==> config.mk <==
export PLATFORM = sky130hd
export DESIGN_NAME = simplex_refinement_point_matrix_core_flat
export DESIGN_NICKNAME = d
export VERILOG_FILES = /design/src/rtl/srpm_pkg.sv /design/src/rtl/srpm_if.sv /design/src/rtl/srpm_datapath.sv /design/src/rtl/srpm_ctrl.sv /design/src/rtl/simplex_refinement_point_matrix_core.sv /design/src/flat_wrapper.sv
export SDC_FILE = /design/constraint.sdc
export NUM_CORES = 1
export LEC_CHECK = 0
export BUFFER_PORTS_ARGS = -buffer_cell sky130_fd_sc_hd__clkbuf_2
export CAP_MARGIN = 25
export CORE_MARGIN = 2
export CORE_UTILIZATION = 60
export DETAILED_ROUTE_END_ITERATION = 6
export PLACE_DENSITY_LB_ADDON = 0.08
export SKIP_CTS_REPAIR_TIMING = 1
export SYNTH_ARGS = -nofsm -noshare
export SYNTH_HDL_FRONTEND = slang
export SYNTH_SLANG_ARGS = --single-unit
==> constraint.sdc <==
create_clock -name clk -period 7 [get_ports clk]
set_clock_uncertainty 0.2 [all_clocks]
set_input_delay 0.35 -clock clk [delete_from_list [all_inputs] [get_ports clk]]
set_output_delay 0.35 -clock clk [all_outputs]
set_load 0.005 [all_outputs]
==> src/rtl/srpm_pkg.sv <==
// Shared types, constants and helpers of the simplex refinement point matrix block.
package srpm_pkg;

    localparam int FRAC_BITS  = 6;
    localparam int COORD_W    = FRAC_BITS + 1;
    localparam int NVERT      = 5;
    localparam int NDIM       = 4;
    localparam int NCHUNK     = 6;
    localparam int CHUNK_BITS = 6;
    localparam int NRULES     = 16;
    localparam int CODE_W     = 32;
    localparam int EXT_W      = NCHUNK * CHUNK_BITS;

    typedef logic [COORD_W-1:0] coord_t;
    typedef coord_t [NDIM-1:0] vertex_t;
    typedef logic [2:0] vidx_t;
    typedef logic [2:0] step_t;
    typedef logic [3:0] rule_t;

    localparam coord_t COORD_ONE = coord_t'(1) << FRAC_BITS;
    localparam vidx_t  LAST_VIDX = vidx_t'(NVERT - 1);

    // per rule: five bytes, vertex 0 in the top byte; hi nibble p, lo nibble q
    localparam logic [8*NVERT-1:0] RULE_PAIRS [NRULES] = '{
        40'h03_04_14_24_34,
        40'h00_01_02_03_04,
        40'h01_11_12_13_14,
        40'h02_12_22_23_24,
        40'h03_13_23_33_34,
        40'h04_14_24_34_44,
        40'h01_02_12_13_14,
        40'h01_02_03_13_14,
        40'h01_02_03_04_14,
        40'h02_12_13_23_24,
        40'h02_12_13_14_24,
        40'h02_03_13_23_24,
        40'h02_03_13_14_24,
        40'h02_03_04_14_24,
        40'h03_13_23_24_34,
        40'h03_13_14_24_34
    };

    typedef struct packed {
        logic  load;
        logic  apply;
        logic  shift;
        step_t chunk_idx;
    } srpm_cmd_t;

    typedef struct packed {
        step_t chain_len;
        logic  bad;
    } srpm_status_t;

    function automatic logic [CHUNK_BITS-1:0] chunk_sel(input logic [CODE_W-1:0] code,
                                                        input step_t idx);
        logic [EXT_W-1:0] ext;
        logic [EXT_W-1:0] shifted;
        ext     = {{(EXT_W-CODE_W){1'b0}}, code};
        shifted = ext >> (CHUNK_BITS * int'(idx));
        return shifted[CHUNK_BITS-1:0];
    endfunction

endpackage

==> src/rtl/srpm_if.sv <==
// Request channel interfaces: refinement code in, vertex results out.
interface srpm_code_if;
    logic                          valid;
    logic                          ready;
    logic [srpm_pkg::CODE_W-1:0]   transform_code;
    modport source (output valid, output transform_code, input ready);
    modport sink   (input valid, input transform_code, output ready);
endinterface

interface srpm_vertex_if;
    logic                  valid;
    logic                  ready;
    srpm_pkg::vidx_t       vertex_number;
    srpm_pkg::coord_t      coord_x;
    srpm_pkg::coord_t      coord_y;
    srpm_pkg::coord_t      coord_z;
    srpm_pkg::coord_t      coord_w;
    logic                  invalid_code;
    logic                  last_vertex;
    modport source (output valid, output vertex_number, output coord_x, output coord_y,
                    output coord_z, output coord_w, output invalid_code,
                    output last_vertex, input ready);
    modport sink   (input valid, input vertex_number, input coord_x, input coord_y,
                    input coord_z, input coord_w, input invalid_code,
                    input last_vertex, output ready);
endinterface

==> src/rtl/srpm_datapath.sv <==
// Datapath: vertex registers, midpoint rule unit, chain length and validity check.
module srpm_datapath (
    input  logic                        clk,
    input  logic                        rst_n,
    input  logic [srpm_pkg::CODE_W-1:0] code,
    input  srpm_pkg::srpm_cmd_t         cmd,
    output srpm_pkg::srpm_status_t      status,
    output srpm_pkg::vertex_t           head,
    output logic                        invalid
);

    logic [srpm_pkg::CODE_W-1:0] code_reg;
    srpm_pkg::vertex_t           vert_reg  [srpm_pkg::NVERT];
    srpm_pkg::vertex_t           vert_next [srpm_pkg::NVERT];
    srpm_pkg::step_t             len_reg, len_next;
    logic                        bad_reg, bad_next;
    srpm_pkg::vertex_t           mid       [srpm_pkg::NVERT];

    // chain length and rule check on the incoming code
    always_comb
    begin
        logic [srpm_pkg::CHUNK_BITS-1:0] ch;
        len_next = '0;
        bad_next = 1'b0;
        for (int c = 0; c < srpm_pkg::NCHUNK; c++)
        begin
            ch = srpm_pkg::chunk_sel(code, srpm_pkg::step_t'(c));
            if (ch != '0)
                len_next = srpm_pkg::step_t'(c + 1);
        end
        for (int c = 0; c < srpm_pkg::NCHUNK; c++)
        begin
            ch = srpm_pkg::chunk_sel(code, srpm_pkg::step_t'(c));
            if (c < int'(len_next) && (ch[4:0] == 5'd0 || ch[4:0] > 5'(srpm_pkg::NRULES)))
                bad_next = 1'b1;
        end
    end

    // one refinement step: every new vertex is the midpoint of two old ones
    always_comb
    begin
        logic [srpm_pkg::CHUNK_BITS-1:0] ch;
        srpm_pkg::rule_t                 rule;
        logic [7:0]                      pair;
        srpm_pkg::vidx_t                 p, q;
        logic [srpm_pkg::COORD_W:0]      sum;
        ch   = srpm_pkg::chunk_sel(code_reg, cmd.chunk_idx);
        rule = srpm_pkg::rule_t'(ch[4:0] - 5'd1);
        for (int k = 0; k < srpm_pkg::NVERT; k++)
        begin
            pair = srpm_pkg::RULE_PAIRS[rule][8*(srpm_pkg::NVERT-1-k) +: 8];
            p    = pair[6:4];
            q    = pair[2:0];
            for (int i = 0; i < srpm_pkg::NDIM; i++)
            begin
                sum          = {1'b0, vert_reg[p][i]} + {1'b0, vert_reg[q][i]};
                mid[k][i]    = sum[srpm_pkg::COORD_W:1];
            end
        end
    end

    always_comb
    begin
        for (int k = 0; k < srpm_pkg::NVERT; k++)
            vert_next[k] = vert_reg[k];
        if (cmd.load)
        begin
            for (int k = 0; k < srpm_pkg::NVERT; k++)
                for (int i = 0; i < srpm_pkg::NDIM; i++)
                    vert_next[k][i] = (k == i + 1) ? srpm_pkg::COORD_ONE : '0;
        end
        else if (cmd.apply)
        begin
            for (int k = 0; k < srpm_pkg::NVERT; k++)
                vert_next[k] = mid[k];
        end
        else if (cmd.shift)
        begin
            for (int k = 0; k < srpm_pkg::NVERT - 1; k++)
                vert_next[k] = vert_reg[k+1];
        end
    end

    always_ff @(posedge clk)
    begin
        for (int k = 0; k < srpm_pkg::NVERT; k++)
            vert_reg[k] <= vert_next[k];
        if (cmd.load)
            code_reg <= code;
    end

    always_ff @(posedge clk or negedge rst_n)
    begin
        if (!rst_n)
        begin
            len_reg <= '0;
            bad_reg <= 1'b0;
        end
        else if (cmd.load)
        begin
            len_reg <= len_next;
            bad_reg <= bad_next;
        end
    end

    assign status.chain_len = len_reg;
    assign status.bad       = bad_reg;
    assign head             = bad_reg ? '0 : vert_reg[0];
    assign invalid          = bad_reg;

`ifndef SYNTH
    a_len_range: assert property (@(posedge clk) disable iff (!rst_n)
        len_reg <= srpm_pkg::step_t'(srpm_pkg::NCHUNK))
        else $error("chain length beyond chunk count");
    a_one_cmd: assert property (@(posedge clk) disable iff (!rst_n)
        $countones({cmd.load, cmd.apply, cmd.shift}) <= 1)
        else $error("conflicting datapath commands");
    a_zero_code: assert property (@(posedge clk) disable iff (!rst_n)
        cmd.load && code == '0 |=> len_reg == '0 && !bad_reg)
        else $error("zero code must give empty valid chain");
`endif

endmodule

==> src/rtl/srpm_ctrl.sv <==
// Controller: sequences load, refinement steps and the five vertex requests.
module srpm_ctrl (
    input  logic                   clk,
    input  logic                   rst_n,
    input  logic                   code_valid,
    output logic                   code_ready,
    output logic                   out_valid,
    input  logic                   out_ready,
    input  srpm_pkg::srpm_status_t status,
    output srpm_pkg::srpm_cmd_t    cmd,
    output srpm_pkg::vidx_t        vertex_number,
    output logic                   last_vertex
);

    typedef enum logic [1:0] {S_IDLE, S_LOAD, S_STEP, S_EMIT} state_t;

    state_t          state_reg, state_next;
    srpm_pkg::step_t step_reg, step_next;
    srpm_pkg::vidx_t vert_reg, vert_next;

    assign code_ready    = (state_reg == S_IDLE);
    assign out_valid     = (state_reg == S_EMIT);
    assign vertex_number = vert_reg;
    assign last_vertex   = (vert_reg == srpm_pkg::LAST_VIDX);

    always_comb
    begin
        cmd.load      = code_valid && code_ready;
        cmd.apply     = (state_reg == S_STEP) && (step_reg != '0);
        cmd.shift     = out_valid && out_ready;
        cmd.chunk_idx = step_reg - 3'd1;
    end

    always_comb
    begin
        state_next = state_reg;
        step_next  = step_reg;
        vert_next  = vert_reg;
        unique case (state_reg)
            S_IDLE:
            begin
                if (cmd.load)
                    state_next = S_LOAD;
            end
            S_LOAD:
            begin
                // an invalid chain skips all steps; coordinates are masked anyway
                step_next  = status.bad ? '0 : status.chain_len;
                state_next = S_STEP;
            end
            S_STEP:
            begin
                if (step_reg == '0)
                begin
                    vert_next  = '0;
                    state_next = S_EMIT;
                end
                else
                    step_next = step_reg - 3'd1;
            end
            S_EMIT:
            begin
                if (out_ready)
                begin
                    if (last_vertex)
                        state_next = S_IDLE;
                    else
                        vert_next = vert_reg + 3'd1;
                end
            end
            default: state_next = S_IDLE;
        endcase
    end

    always_ff @(posedge clk or negedge rst_n)
    begin
        if (!rst_n)
        begin
            state_reg <= S_IDLE;
            step_reg  <= '0;
            vert_reg  <= '0;
        end
        else
        begin
            state_reg <= state_next;
            step_reg  <= step_next;
            vert_reg  <= vert_next;
        end
    end

`ifndef SYNTH
    a_busy_after_load: assert property (@(posedge clk) disable iff (!rst_n)
        code_valid && code_ready |=> !code_ready)
        else $error("new code taken while one is in flight");
    a_run_ends: assert property (@(posedge clk) disable iff (!rst_n)
        out_valid && out_ready && last_vertex |=> state_reg == S_IDLE)
        else $error("run did not end after last vertex");
    a_emit_from_zero: assert property (@(posedge clk) disable iff (!rst_n)
        $rose(out_valid) |-> vert_reg == '0)
        else $error("vertex run does not start at vertex zero");
`endif

endmodule

==> src/rtl/simplex_refinement_point_matrix_core.sv <==
// Top level of the simplex refinement point matrix block.
// Usage:
//   code_ch   (sink): one 32-bit transform_code per request. The code is cut into
//             6-bit chunks from the low end; each chunk up to the highest nonzero
//             one selects a midpoint rule (low five bits minus one).
//   vertex_ch (source): five requests per code, vertices 0..4 of the refined
//             simplex, coordinates with 6 fractional bits; last_vertex marks
//             vertex 4. A chunk outside rules 0..15 sets invalid_code and zeroes
//             the coordinates of all five vertices.
// Timing: one code at a time. After the code is taken there is one load state,
//   then one step state per chain step (0 to 6) plus one, then the five vertex
//   requests, one per cycle when the receiver is ready; the next code can be
//   taken the cycle after the last vertex is taken. The number of chain steps
//   run on the single midpoint unit is the part that varies between codes.
// Stall: a stalled vertex holds its payload and the block waits; code_ch stays
//   not ready until the last vertex is taken.
// Reset: rst_n (asynchronous, active low) returns the controller to idle and
//   drops any run in flight.
module simplex_refinement_point_matrix_core (
    input  logic          clk,
    input  logic          rst_n,
    srpm_code_if.sink     code_ch,
    srpm_vertex_if.source vertex_ch
);

    srpm_pkg::srpm_cmd_t    cmd;
    srpm_pkg::srpm_status_t status;
    srpm_pkg::vertex_t      head;

    srpm_ctrl u_ctrl (
        .clk           (clk),
        .rst_n         (rst_n),
        .code_valid    (code_ch.valid),
        .code_ready    (code_ch.ready),
        .out_valid     (vertex_ch.valid),
        .out_ready     (vertex_ch.ready),
        .status        (status),
        .cmd           (cmd),
        .vertex_number (vertex_ch.vertex_number),
        .last_vertex   (vertex_ch.last_vertex)
    );

    srpm_datapath u_datapath (
        .clk     (clk),
        .rst_n   (rst_n),
        .code    (code_ch.transform_code),
        .cmd     (cmd),
        .status  (status),
        .head    (head),
        .invalid (vertex_ch.invalid_code)
    );

    assign vertex_ch.coord_x = head[0];
    assign vertex_ch.coord_y = head[1];
    assign vertex_ch.coord_z = head[2];
    assign vertex_ch.coord_w = head[3];

endmodule
==> src/flat_wrapper.sv <==
// flat-port wrapper written by rule: the top's interface ports become plain ports
module simplex_refinement_point_matrix_core_flat 
  (clk, rst_n, code_ch_valid, code_ch_transform_code, code_ch_ready, vertex_ch_valid, vertex_ch_vertex_number, vertex_ch_coord_x, vertex_ch_coord_y, vertex_ch_coord_z, vertex_ch_coord_w, vertex_ch_invalid_code, vertex_ch_last_vertex, vertex_ch_ready);
  srpm_code_if code_ch_i ();
  srpm_vertex_if vertex_ch_i ();
  input  logic clk;
  input  logic rst_n;
  input wire logic [$bits(code_ch_i.valid)-1:0] code_ch_valid;
  input wire logic [$bits(code_ch_i.transform_code)-1:0] code_ch_transform_code;
  output wire logic [$bits(code_ch_i.ready)-1:0] code_ch_ready;
  output wire logic [$bits(vertex_ch_i.valid)-1:0] vertex_ch_valid;
  output wire logic [$bits(vertex_ch_i.vertex_number)-1:0] vertex_ch_vertex_number;
  output wire logic [$bits(vertex_ch_i.coord_x)-1:0] vertex_ch_coord_x;
  output wire logic [$bits(vertex_ch_i.coord_y)-1:0] vertex_ch_coord_y;
  output wire logic [$bits(vertex_ch_i.coord_z)-1:0] vertex_ch_coord_z;
  output wire logic [$bits(vertex_ch_i.coord_w)-1:0] vertex_ch_coord_w;
  output wire logic [$bits(vertex_ch_i.invalid_code)-1:0] vertex_ch_invalid_code;
  output wire logic [$bits(vertex_ch_i.last_vertex)-1:0] vertex_ch_last_vertex;
  input wire logic [$bits(vertex_ch_i.ready)-1:0] vertex_ch_ready;
  assign code_ch_i.valid = code_ch_valid;
  assign code_ch_i.transform_code = code_ch_transform_code;
  assign code_ch_ready = code_ch_i.ready;
  assign vertex_ch_valid = vertex_ch_i.valid;
  assign vertex_ch_vertex_number = vertex_ch_i.vertex_number;
  assign vertex_ch_coord_x = vertex_ch_i.coord_x;
  assign vertex_ch_coord_y = vertex_ch_i.coord_y;
  assign vertex_ch_coord_z = vertex_ch_i.coord_z;
  assign vertex_ch_coord_w = vertex_ch_i.coord_w;
  assign vertex_ch_invalid_code = vertex_ch_i.invalid_code;
  assign vertex_ch_last_vertex = vertex_ch_i.last_vertex;
  assign vertex_ch_i.ready = vertex_ch_ready;
  simplex_refinement_point_matrix_core u_core (.clk(clk), .rst_n(rst_n), .code_ch(code_ch_i), .vertex_ch(vertex_ch_i));
endmodule
==> results_dict.tcl, run 1 <==
set metrics [dict create \
    vias 19100 \
    fin_nets 2533 \
    largest_reg_flops 140 \
    required_ns 7.16 \
    netlist_area_um2 18900 \
    max_slew.worst_pin.slew_ns 1.13 \
    fmax_ghz 0.150 \
    synth_seq_cells 174 \
    finalWeightedCongestion 0.906 \
    grt_pass1_wl_um 99800 \
    crit_top_cell "ha_1" \
    min_path_type "in2reg" \
    area_growth_pct 8.18 \
    drt_iter0_markers 2812 \
    synthesis.instances 2366 \
    crit_fanout 28 \
    holdWs_ns 0.0783 \
    synthFlopType "dfxtp_1" \
    yosysWarningCount 0 \
    antenna_found_initial 1 \
    htree_levels 4 \
    max_stage_delay_ns 0.45 \
    drive_gt1_share_pct 14.0 \
    synth-edff-count 22 \
    fin_crit_ns 6.65 \
    critical_path.startpoint_type "flip-flop" \
    worstRegToRegCells 25 \
    dpl.hpwl_um 41200 \
    finalCritPeriodShare_pct 94.9 \
    wirelength_um 63100 \
    insertion_delay_ns 0.46 \
    slowest_stage "ha_2" \
    drv_slew 0 \
    critPathKind "reg2reg" \
    r2r_end "u_core.u_datapath.vert_reg[2][26]" \
    hold_violations 0 \
    die_w_um 181 \
    r2r-start "u_core.u_ctrl.step_reg[0]" \
    clockRootBuffer "clkbuf_16" \
    whs_path_depth 4 \
    core-area_um2 30700 \
    arrival_ns 6.81 \
    firstDrtPassIters 7 \
    violations "DRC" \
    worstHoldStart "code_ch_valid" \
    vias_per_cell 6.93 \
    wl_per_cell_um 22.9 \
    globalRouteTotalUtil_pct 38.0 \
    final_cell_mix "nand2_1 (421), nor2_1 (173), a21oi_1 (170)" \
    row_count 64 \
    clock_path_buffers 2 \
    synth_cell_types 82 \
    layout_commonest_cell "nand2_1" \
    yosysSeqAreaShare_pct 20.0 \
    numCtsBuffers 17 \
    drc_errors 12 \
    cts_sinks 174 \
    maxCapViolCount 0 \
    port_buffers 70 \
    clkTransAtPathRegs_ns 0.07 \
    nFillCells 2665 \
    synth.avg_cell_area_um2 7.97 \
    r2r_slack_ns 0.35 \
    start_util_pct 61.3 \
    finalSetupViolCount 0 \
    grt_max_degree 125 \
    cts_tree "yes" \
    ff_latch_area_um2 3760 \
    worstSetupEndpointType "flip-flop" \
    min_delay_worst_endpoint "u_core.u_ctrl.state_reg[1]" \
    grt_overflow_total 0 \
    grt_pass1_vias 17800 \
    die_area_um2 32900 \
    io_pins 71 \
    n_antenna_cell 0 \
    slew_headroom_pct 24.8 \
    synth_nets 2556 \
    die-height_um 181 \
    ys_async_sr_fraction_pct 6.90 \
    multi_input_area_um2 14300 \
    drtAntennaViolNets 0 \
    status "finished with violations" \
]
## through the flow
stage	instance area [um2]	instances	util, %	worst slack, ns	setup TNS, ns
floorplan	18900	2366	-	0.654	0
global placement	19500	2691	63.3	0.568	0
detailed placement	19500	2692	63.3	0.367	0
CTS	20100	2724	65.4	0.252	0
global route	20400	2752	66.3	-0.000775	-0.000775
finish	20400	2752	66.3	0.355	0
## Yosys cell counts, drive strengths merged (30+ instances only)
library cell,n,share of area [%]
nor2,178,3.6
a311oi,47,2.2
a21oi,173,4.6
a211oi,73,2.9
dfxtp,140,15
clkbuf,148,3.0
a21o,56,2.2
nand2,424,8.5
nor2b,60,2.0
nand3,38,1.0
xnor2,55,2.6
mux2,79,4.7
mux2i,99,5.4
mux4,57,6.8
ha,134,8.9
xor2,30,1.4
a31oi,39,1.3
o21ai,103,2.8
nor3,37,1.0
inv,52,1.0
buf,36,0.98
## routing by layer
layer | vias up | share of wire (%) | track usage (%) | routed length (um)
met4 | 2 | 3.8 | 16.4 | 2400
met2 | 1162 | 43 | 56.4 | 27200
met3 | 166 | 11 | 6.59 | 6740
met1 | 9082 | 42 | 54.2 | 26800
met5 | - | 0.019 | 0 | 12
li1 | 8671 | - | - | -
## kinds of logic after synthesis
kind of cell / Yosys count / share of synthesized area (%)
simple gates: 844 / 19.9
compound gates: 636 / 23.2
buf+inv: 238 / 5.01
mux: 235 / 16.9
flops: 174 / 20.0
fa+ha+maj: 154 / 11.0
xor+xnor: 85 / 3.95
## worst max-delay path by stage
stage | startpoint | end | slack, ns
after CTS | u_core.u_ctrl.step_reg[0] | u_core.u_datapath.vert_reg[2][26] | 0.25
after detailed placement | u_core.u_ctrl.step_reg[0] | u_core.u_datapath.vert_reg[0][12] | 0.37
final | u_core.u_ctrl.step_reg[0] | u_core.u_datapath.vert_reg[2][26] | 0.35
after floorplan | u_core.u_ctrl.step_reg[0] | u_core.u_datapath.vert_reg[3][12] | 0.65
after global placement | u_core.u_ctrl.step_reg[0] | u_core.u_datapath.vert_reg[0][12] | 0.57
after global routing | u_core.u_ctrl.step_reg[0] | u_core.u_datapath.vert_reg[2][26] | -0.0008
## worst max-delay path: cells and delay by family (launching register included)
kind | cells | cell delay, ns
AND/OR/NAND/NOR | 4 | 0.47
adder cells (fa/ha/maj) | 4 | 1.51
XOR/XNOR | 1 | 0.15
AO/OA/AOI/OAI | 10 | 2.36
multiplexers | 2 | 0.77
flip-flops | 1 | 0.35
buffers and inverters | 4 | 0.71
## cell type report
cell class / count / share of cell area [%]
clock buffer: 18 / 2.10
clock inverter: 14 / 0.969
inverter: 54 / 1.01
multi-input combinational: 1954 / 70.0
sequential: 174 / 18.5
tap: 396 / 2.43
timing repair buffer: 142 / 5.01
Power of run 1 is not shown: default switching activity piles up to over one toggle a cycle in this logic, so the estimate is an artifact.
==> run 2, diff against run 1 <==
Settings changed: CORE_UTILIZATION 60 to 30.
==> run 2 against run 1 <==
  * The run now ends clean
  * Utilization decreased by 33 points
  * Non-clock buffer count grew 3
  * Via count down 3.9%
  * Setup slack improved by 0.12 ns
  * Sequential share of layout area shrank 0.46 points
  * Hold slack worse by 0.031 ns
  * Design area up 2.6%
  * Die area grew 97%
  * Register-to-register slack better by 0.12 ns
  * Flip-flop and latch count unchanged
==> results_dict.tcl, run 2 (synthesis results as in run 1) <==
set metrics [dict create \
    htree_levels 4 \
    finalSetupViolCount 0 \
    die_w_um 255 \
    grt_pass1_wl_um 113000 \
    final_cell_mix "nand2_1 (420), nor2_1 (173), a21oi_1 (170)" \
    area_growth_pct 11.0 \
    clkTransAtPathRegs_ns 0.08 \
    arrival_ns 6.74 \
    r2r-start "u_core.u_ctrl.step_reg[0]" \
    hold_violations 0 \
    crit_fanout 28 \
    critPathKind "reg2reg" \
    row_count 91 \
    status "completed" \
    globalRouteTotalUtil_pct 22.7 \
    dpl.hpwl_um 49400 \
    drtAntennaViolNets 0 \
    slew_headroom_pct 31.8 \
    critical_path.startpoint_type "flip-flop" \
    finalCritPeriodShare_pct 93.3 \
    finalWeightedCongestion 0.840 \
    insertion_delay_ns 0.50 \
    core-area_um2 61900 \
    rsz0062_at_grt "yes" \
    drc_errors 0 \
    max_slew.worst_pin.slew_ns 0.997 \
    fmax_ghz 0.153 \
    r2r_slack_ns 0.47 \
    antenna_found_initial 1 \
    drive_gt1_share_pct 14.5 \
    cp-startpoint "u_core.u_ctrl.step_reg[0]" \
    n_antenna_cell 0 \
    clockRootBuffer "clkbuf_16" \
    vias 18300 \
    wl_per_cell_um 22.8 \
    fin_nets 2536 \
    drt_iter0_markers 1609 \
    crit_end "u_core.u_datapath.vert_reg[2][26]" \
    worstSetupEndpointType "flip-flop" \
    cts_sinks 174 \
    grt_max_degree 61 \
    worstRegToRegCells 27 \
    layout_commonest_cell "nand2_1" \
    largest_reg_flops 140 \
    fin_crit_ns 6.53 \
    cts_tree "yes" \
    required_ns 7.21 \
    min_path_type "in2reg" \
    grt_pass1_vias 17500 \
    vias_per_cell 5.74 \
    fin_tns_setup_ns 0 \
    start_util_pct 30.4 \
    clock_path_buffers 2 \
    grt_overflow_total 0 \
    wirelength_um 73000 \
    die_area_um2 64900 \
    numCtsBuffers 17 \
    firstDrtPassIters 6 \
    maxCapViolCount 0 \
    io_pins 71 \
    die-height_um 255 \
    port_buffers 70 \
    r2r_end "u_core.u_datapath.vert_reg[2][26]" \
    drv_slew 0 \
]
[run 2: cell type report]
type,count,area (um2)
Clock buffer,17,425
Clock inverter,15,161
Fill cell,6520,41000
Inverter,54,205
Multi-Input combinational cell,1954,14300
Sequential cell,174,3760
Tap cell,837,1050
Timing Repair Buffer,145,1020
[run 2: critical path, cell delays in order, from the launching register on]
cell and delay [ns]:
dfrtp_1 0.36, inv_1 0.07, ha_2 0.45, mux4_2 0.39, nand2_1 0.13, and2_1 0.13
buf_4 0.16, ha_1 0.25, inv_1 0.07, ha_1 0.30, buf_4 0.26, nor2b_1 0.13
a21o_1 0.22, a21boi_0 0.16, a31oi_4 0.22, buf_8 0.34, mux2_2 0.38, a222oi_1 0.32
o21ai_0 0.13, ha_1 0.38, nor2b_1 0.17, o21ai_0 0.22, nand2b_1 0.12, a21o_1 0.22
a21oi_1 0.19, xnor2_1 0.14, nor2_1 0.05, a311oi_1 0.25
[run 2: how the worst min path moves through the flow]
stage	startpoint	endpoint	slack (ns)	depth (start not counted)
after global placement	rst_n	u_core.u_ctrl.vertex_number[0]	0.07	1
final	code_ch_valid	u_core.u_ctrl.state_reg[1]	0.05	5
after detailed placement	rst_n	u_core.u_ctrl.vertex_number[1]	0.07	1
after CTS	rst_n	u_core.u_ctrl.vertex_number[1]	-0.50	1
after floorplan	rst_n	u_core.u_ctrl.state_reg[0]	-0.15	0
after global routing	code_ch_valid	u_core.u_ctrl.state_reg[1]	0.05	5
[run 2: through the flow]
stage	util (%)	hold WS, ns	worst slack (ns)	std cells	instance area (um2)
5_1_grt	33.8	0.0483	-0.0314	3196	20900
6_report	33.8	0.0476	0.470	3196	20900
3_3_place_gp	32.3	0.0656	0.344	3133	20000
2_1_floorplan	-	-0.146	0.654	2366	18900
3_5_place_dp	32.3	0.0728	0.231	3134	20000
4_1_cts	33.3	-0.498	0.211	3166	20600
[run 2: routing by layer]
| layer | share of wire, % | routed length (um) | GRT usage, % | vias up |
|---|---|---|---|---|
| met5 | 0 | 0 | 0 | - |
| li1 | - | - | - | 8682 |
| met1 | 46 | 33600 | 30.8 | 9000 |
| met2 | 47 | 34600 | 37.9 | 567 |
| met3 | 5.0 | 3620 | 3.16 | 81 |
| met4 | 1.6 | 1170 | 5.81 | 0 |
Power of run 2 is left out for the same reason.
==> run 3, diff against run 2 <==
Settings changed: CORE_ASPECT_RATIO from default to 1.5, SYNTH_HIERARCHICAL from default to 1.
==> run 3 against run 2 <==
  * First-iteration DRC count down 13%
  * Critical path depth decreased by 2
  * Die area is 2.4% higher
  * Non-clock buffer count grew 32
  * Wire length rose by 13%
  * Flip-flop and latch count unchanged
  * Global-route usage grew 2.0 points
  * Synthesized cell count grew 6.3%
  * Setup slack better by 0.044 ns
  * Cell count grew 4.4%
  * Critical endpoint is now u_core/u_datapath/vert_reg[2][26]
==> results_dict.tcl, run 3 <==
set metrics [dict create \
    finalSetupViolCount 0 \
    synthFlopType "dfxtp_1" \
    rsz0062_at_grt "no" \
    fin_crit_ns 6.49 \
    clock_path_buffers 2 \
    worstSetupEndpointType "flip-flop" \
    critPathKind "reg2reg" \
    nFillCells 6608 \
    vias_per_cell 5.81 \
    status "completed" \
    globalRouteTotalUtil_pct 24.7 \
    area_growth_pct 12.5 \
    final_cell_mix "nand2_1 (447), mux2i_1 (170), o21ai_0 (161)" \
    firstDrtPassIters 6 \
    max_slew.worst_pin.slew_ns 1.10 \
    min_delay_worst_endpoint "u_core/u_datapath/len_reg[1]" \
    htree_levels 4 \
    largest_reg_flops 140 \
    drtAntennaViolNets 0 \
    yosysSeqAreaShare_pct 19.5 \
    grt_pass1_wl_um 123000 \
    die_w_um 211 \
    min_path_type "in2reg" \
    die_area_um2 66500 \
    worstRegToRegCells 25 \
    synthesis.instances 2515 \
    synth_nets 2706 \
    synth-edff-count 22 \
    start_util_pct 30.4 \
    grt_pass1_vias 19100 \
    antenna_found_initial 0 \
    synth_area_leaders "dfxtp_1 (15%), mux2i_1 (9.1%), ha_1 (8.7%)" \
    layout_commonest_cell "nand2_1" \
    drc_errors 0 \
    drive_gt1_share_pct 12.5 \
    synth_top_area_share_pct 14.5 \
    synth_cell_types 85 \
    synth_area_leader_cell "dfxtp_1" \
    maxCapViolCount 0 \
    port_buffers 70 \
    drv_slew 0 \
    hold_violations 0 \
    fin_nets 2708 \
    arrival_ns 6.71 \
    fmax_ghz 0.154 \
    r2r-start "u_core/u_ctrl/step_reg[0]" \
    clkTransAtPathRegs_ns 0.08 \
    finalCritPeriodShare_pct 92.7 \
    r2r_end "u_core/u_datapath/vert_reg[2][26]" \
    crit_fanout 41 \
    cts_sinks 174 \
    worstHoldStart "code_ch_transform_code[29]" \
    synth_most_common_cell "nand2_1" \
    row_count 113 \
    yosysWarningCount 6 \
    ys_async_sr_fraction_pct 6.90 \
    fin_tns_setup_ns 0 \
    dpl.hpwl_um 56500 \
    required_ns 7.22 \
    netlist_area_um2 19300 \
    r2r_slack_ns 0.51 \
    grt_overflow_total 0 \
    insertion_delay_ns 0.51 \
    io_pins 71 \
    synth_seq_cells 174 \
    grt_max_degree 153 \
    synthTopCellsByCount "nand2_1 (449), mux2i_1 (175), o21ai_0 (162), a211oi_1 (144), dfxtp_1 (140)" \
    wl_per_cell_um 24.6 \
    numCtsBuffers 17 \
    clockRootBuffer "clkbuf_16" \
    cts_tree "yes" \
    drt_iter0_markers 1406 \
    die-height_um 315 \
    core-area_um2 63500 \
    synth.avg_cell_area_um2 7.68 \
    critical_path.startpoint_type "flip-flop" \
    wirelength_um 82200 \
    vias 19400 \
    slew_headroom_pct 26.9 \
    whs_path_depth 4 \
    finalWeightedCongestion 0.865 \
]
-- run 3: cell type report --
cell class	instances	area [um2]	share of cell area (%)
Inverter	63	240	1.11
Tap cell	805	1010	4.64
Sequential cell	174	3760	17.3
Timing Repair Buffer	177	1330	6.13
Clock inverter	15	254	1.17
Antenna cell	1	2.50	0.0115
Clock buffer	17	425	1.96
Multi-Input combinational cell	2084	14700	67.7
-- run 3: cells by family after synthesis --
family	synth area share, %
and+or+nand+nor	21.2
DFF	19.5
AOI/OAI and AO/OA	23.2
xor gates and xnor gates	4.70
buffers and inverters	5.33
muxes	15.2
adders and majority gates	10.8
-- run 3: metrics by stage --
step / util (%) / instances / cell area, um2 / hold slack [ns] / setup slack (ns)
2_1_floorplan: - / 2515 / 19300 / -0.146 / 0.800
6_report: 34.2 / 3336 / 21700 / 0.0360 / 0.514
5_1_grt: 34.2 / 3335 / 21700 / 0.0458 / 0.0188
3_3_place_gp: 32.6 / 3269 / 20700 / 0.0649 / 0.437
4_1_cts: 33.7 / 3301 / 21400 / -0.502 / 0.259
3_5_place_dp: 32.6 / 3269 / 20700 / 0.0635 / 0.264
-- run 3: worst max path at each step --
| stage | startpoint | end | slack [ns] | cells past startpoint |
|---|---|---|---|---|
| 5_1_grt | u_core/u_ctrl/step_reg[0] | u_core/u_datapath/vert_reg[4][4] | 0.02 | 24 |
| 3_5_place_dp | u_core/u_ctrl/step_reg[0] | u_core/u_datapath/vert_reg[2][25] | 0.26 | 25 |
| 4_1_cts | u_core/u_ctrl/step_reg[0] | u_core/u_datapath/vert_reg[2][25] | 0.26 | 25 |
| 6_report | u_core/u_ctrl/step_reg[0] | u_core/u_datapath/vert_reg[2][26] | 0.51 | 25 |
| 3_3_place_gp | u_core/u_ctrl/step_reg[0] | u_core/u_datapath/vert_reg[2][25] | 0.44 | 25 |
| 2_1_floorplan | u_core/u_ctrl/step_reg[0] | u_core/u_datapath/vert_reg[4][27] | 0.80 | 28 |
-- run 3: worst max-delay path, stage by stage (launching register included) --
cell and delay, ns:
dfrtp_1 0.39, inv_1 0.17, buf_4 0.20, mux4_2 0.52, a21oi_1 0.34, ha_1 0.28, inv_1 0.07, ha_1 0.57
buf_4 0.24, nand2_1 0.11, o21ai_0 0.34, nand2_1 0.30, buf_4 0.29, nand2_1 0.14, buf_6 0.35, a221o_1 0.29
nand2_1 0.10, fa_1 0.42, nor2b_1 0.12, o21ai_0 0.08, nand2b_1 0.14, a21o_1 0.21, a21oi_1 0.11, xnor2_1 0.16
nor2_1 0.06, a211oi_1 0.22
-- run 3: layer usage --
layer	vias to the layer above	track usage (%)	share of wire (%)
met5	-	0	0
met4	0	13.4	4.7
met3	170	2.87	4.1
met2	603	45.2	51
met1	9470	27.8	40
li1	9154	-	-
Power of run 3 is left out for the same reason.
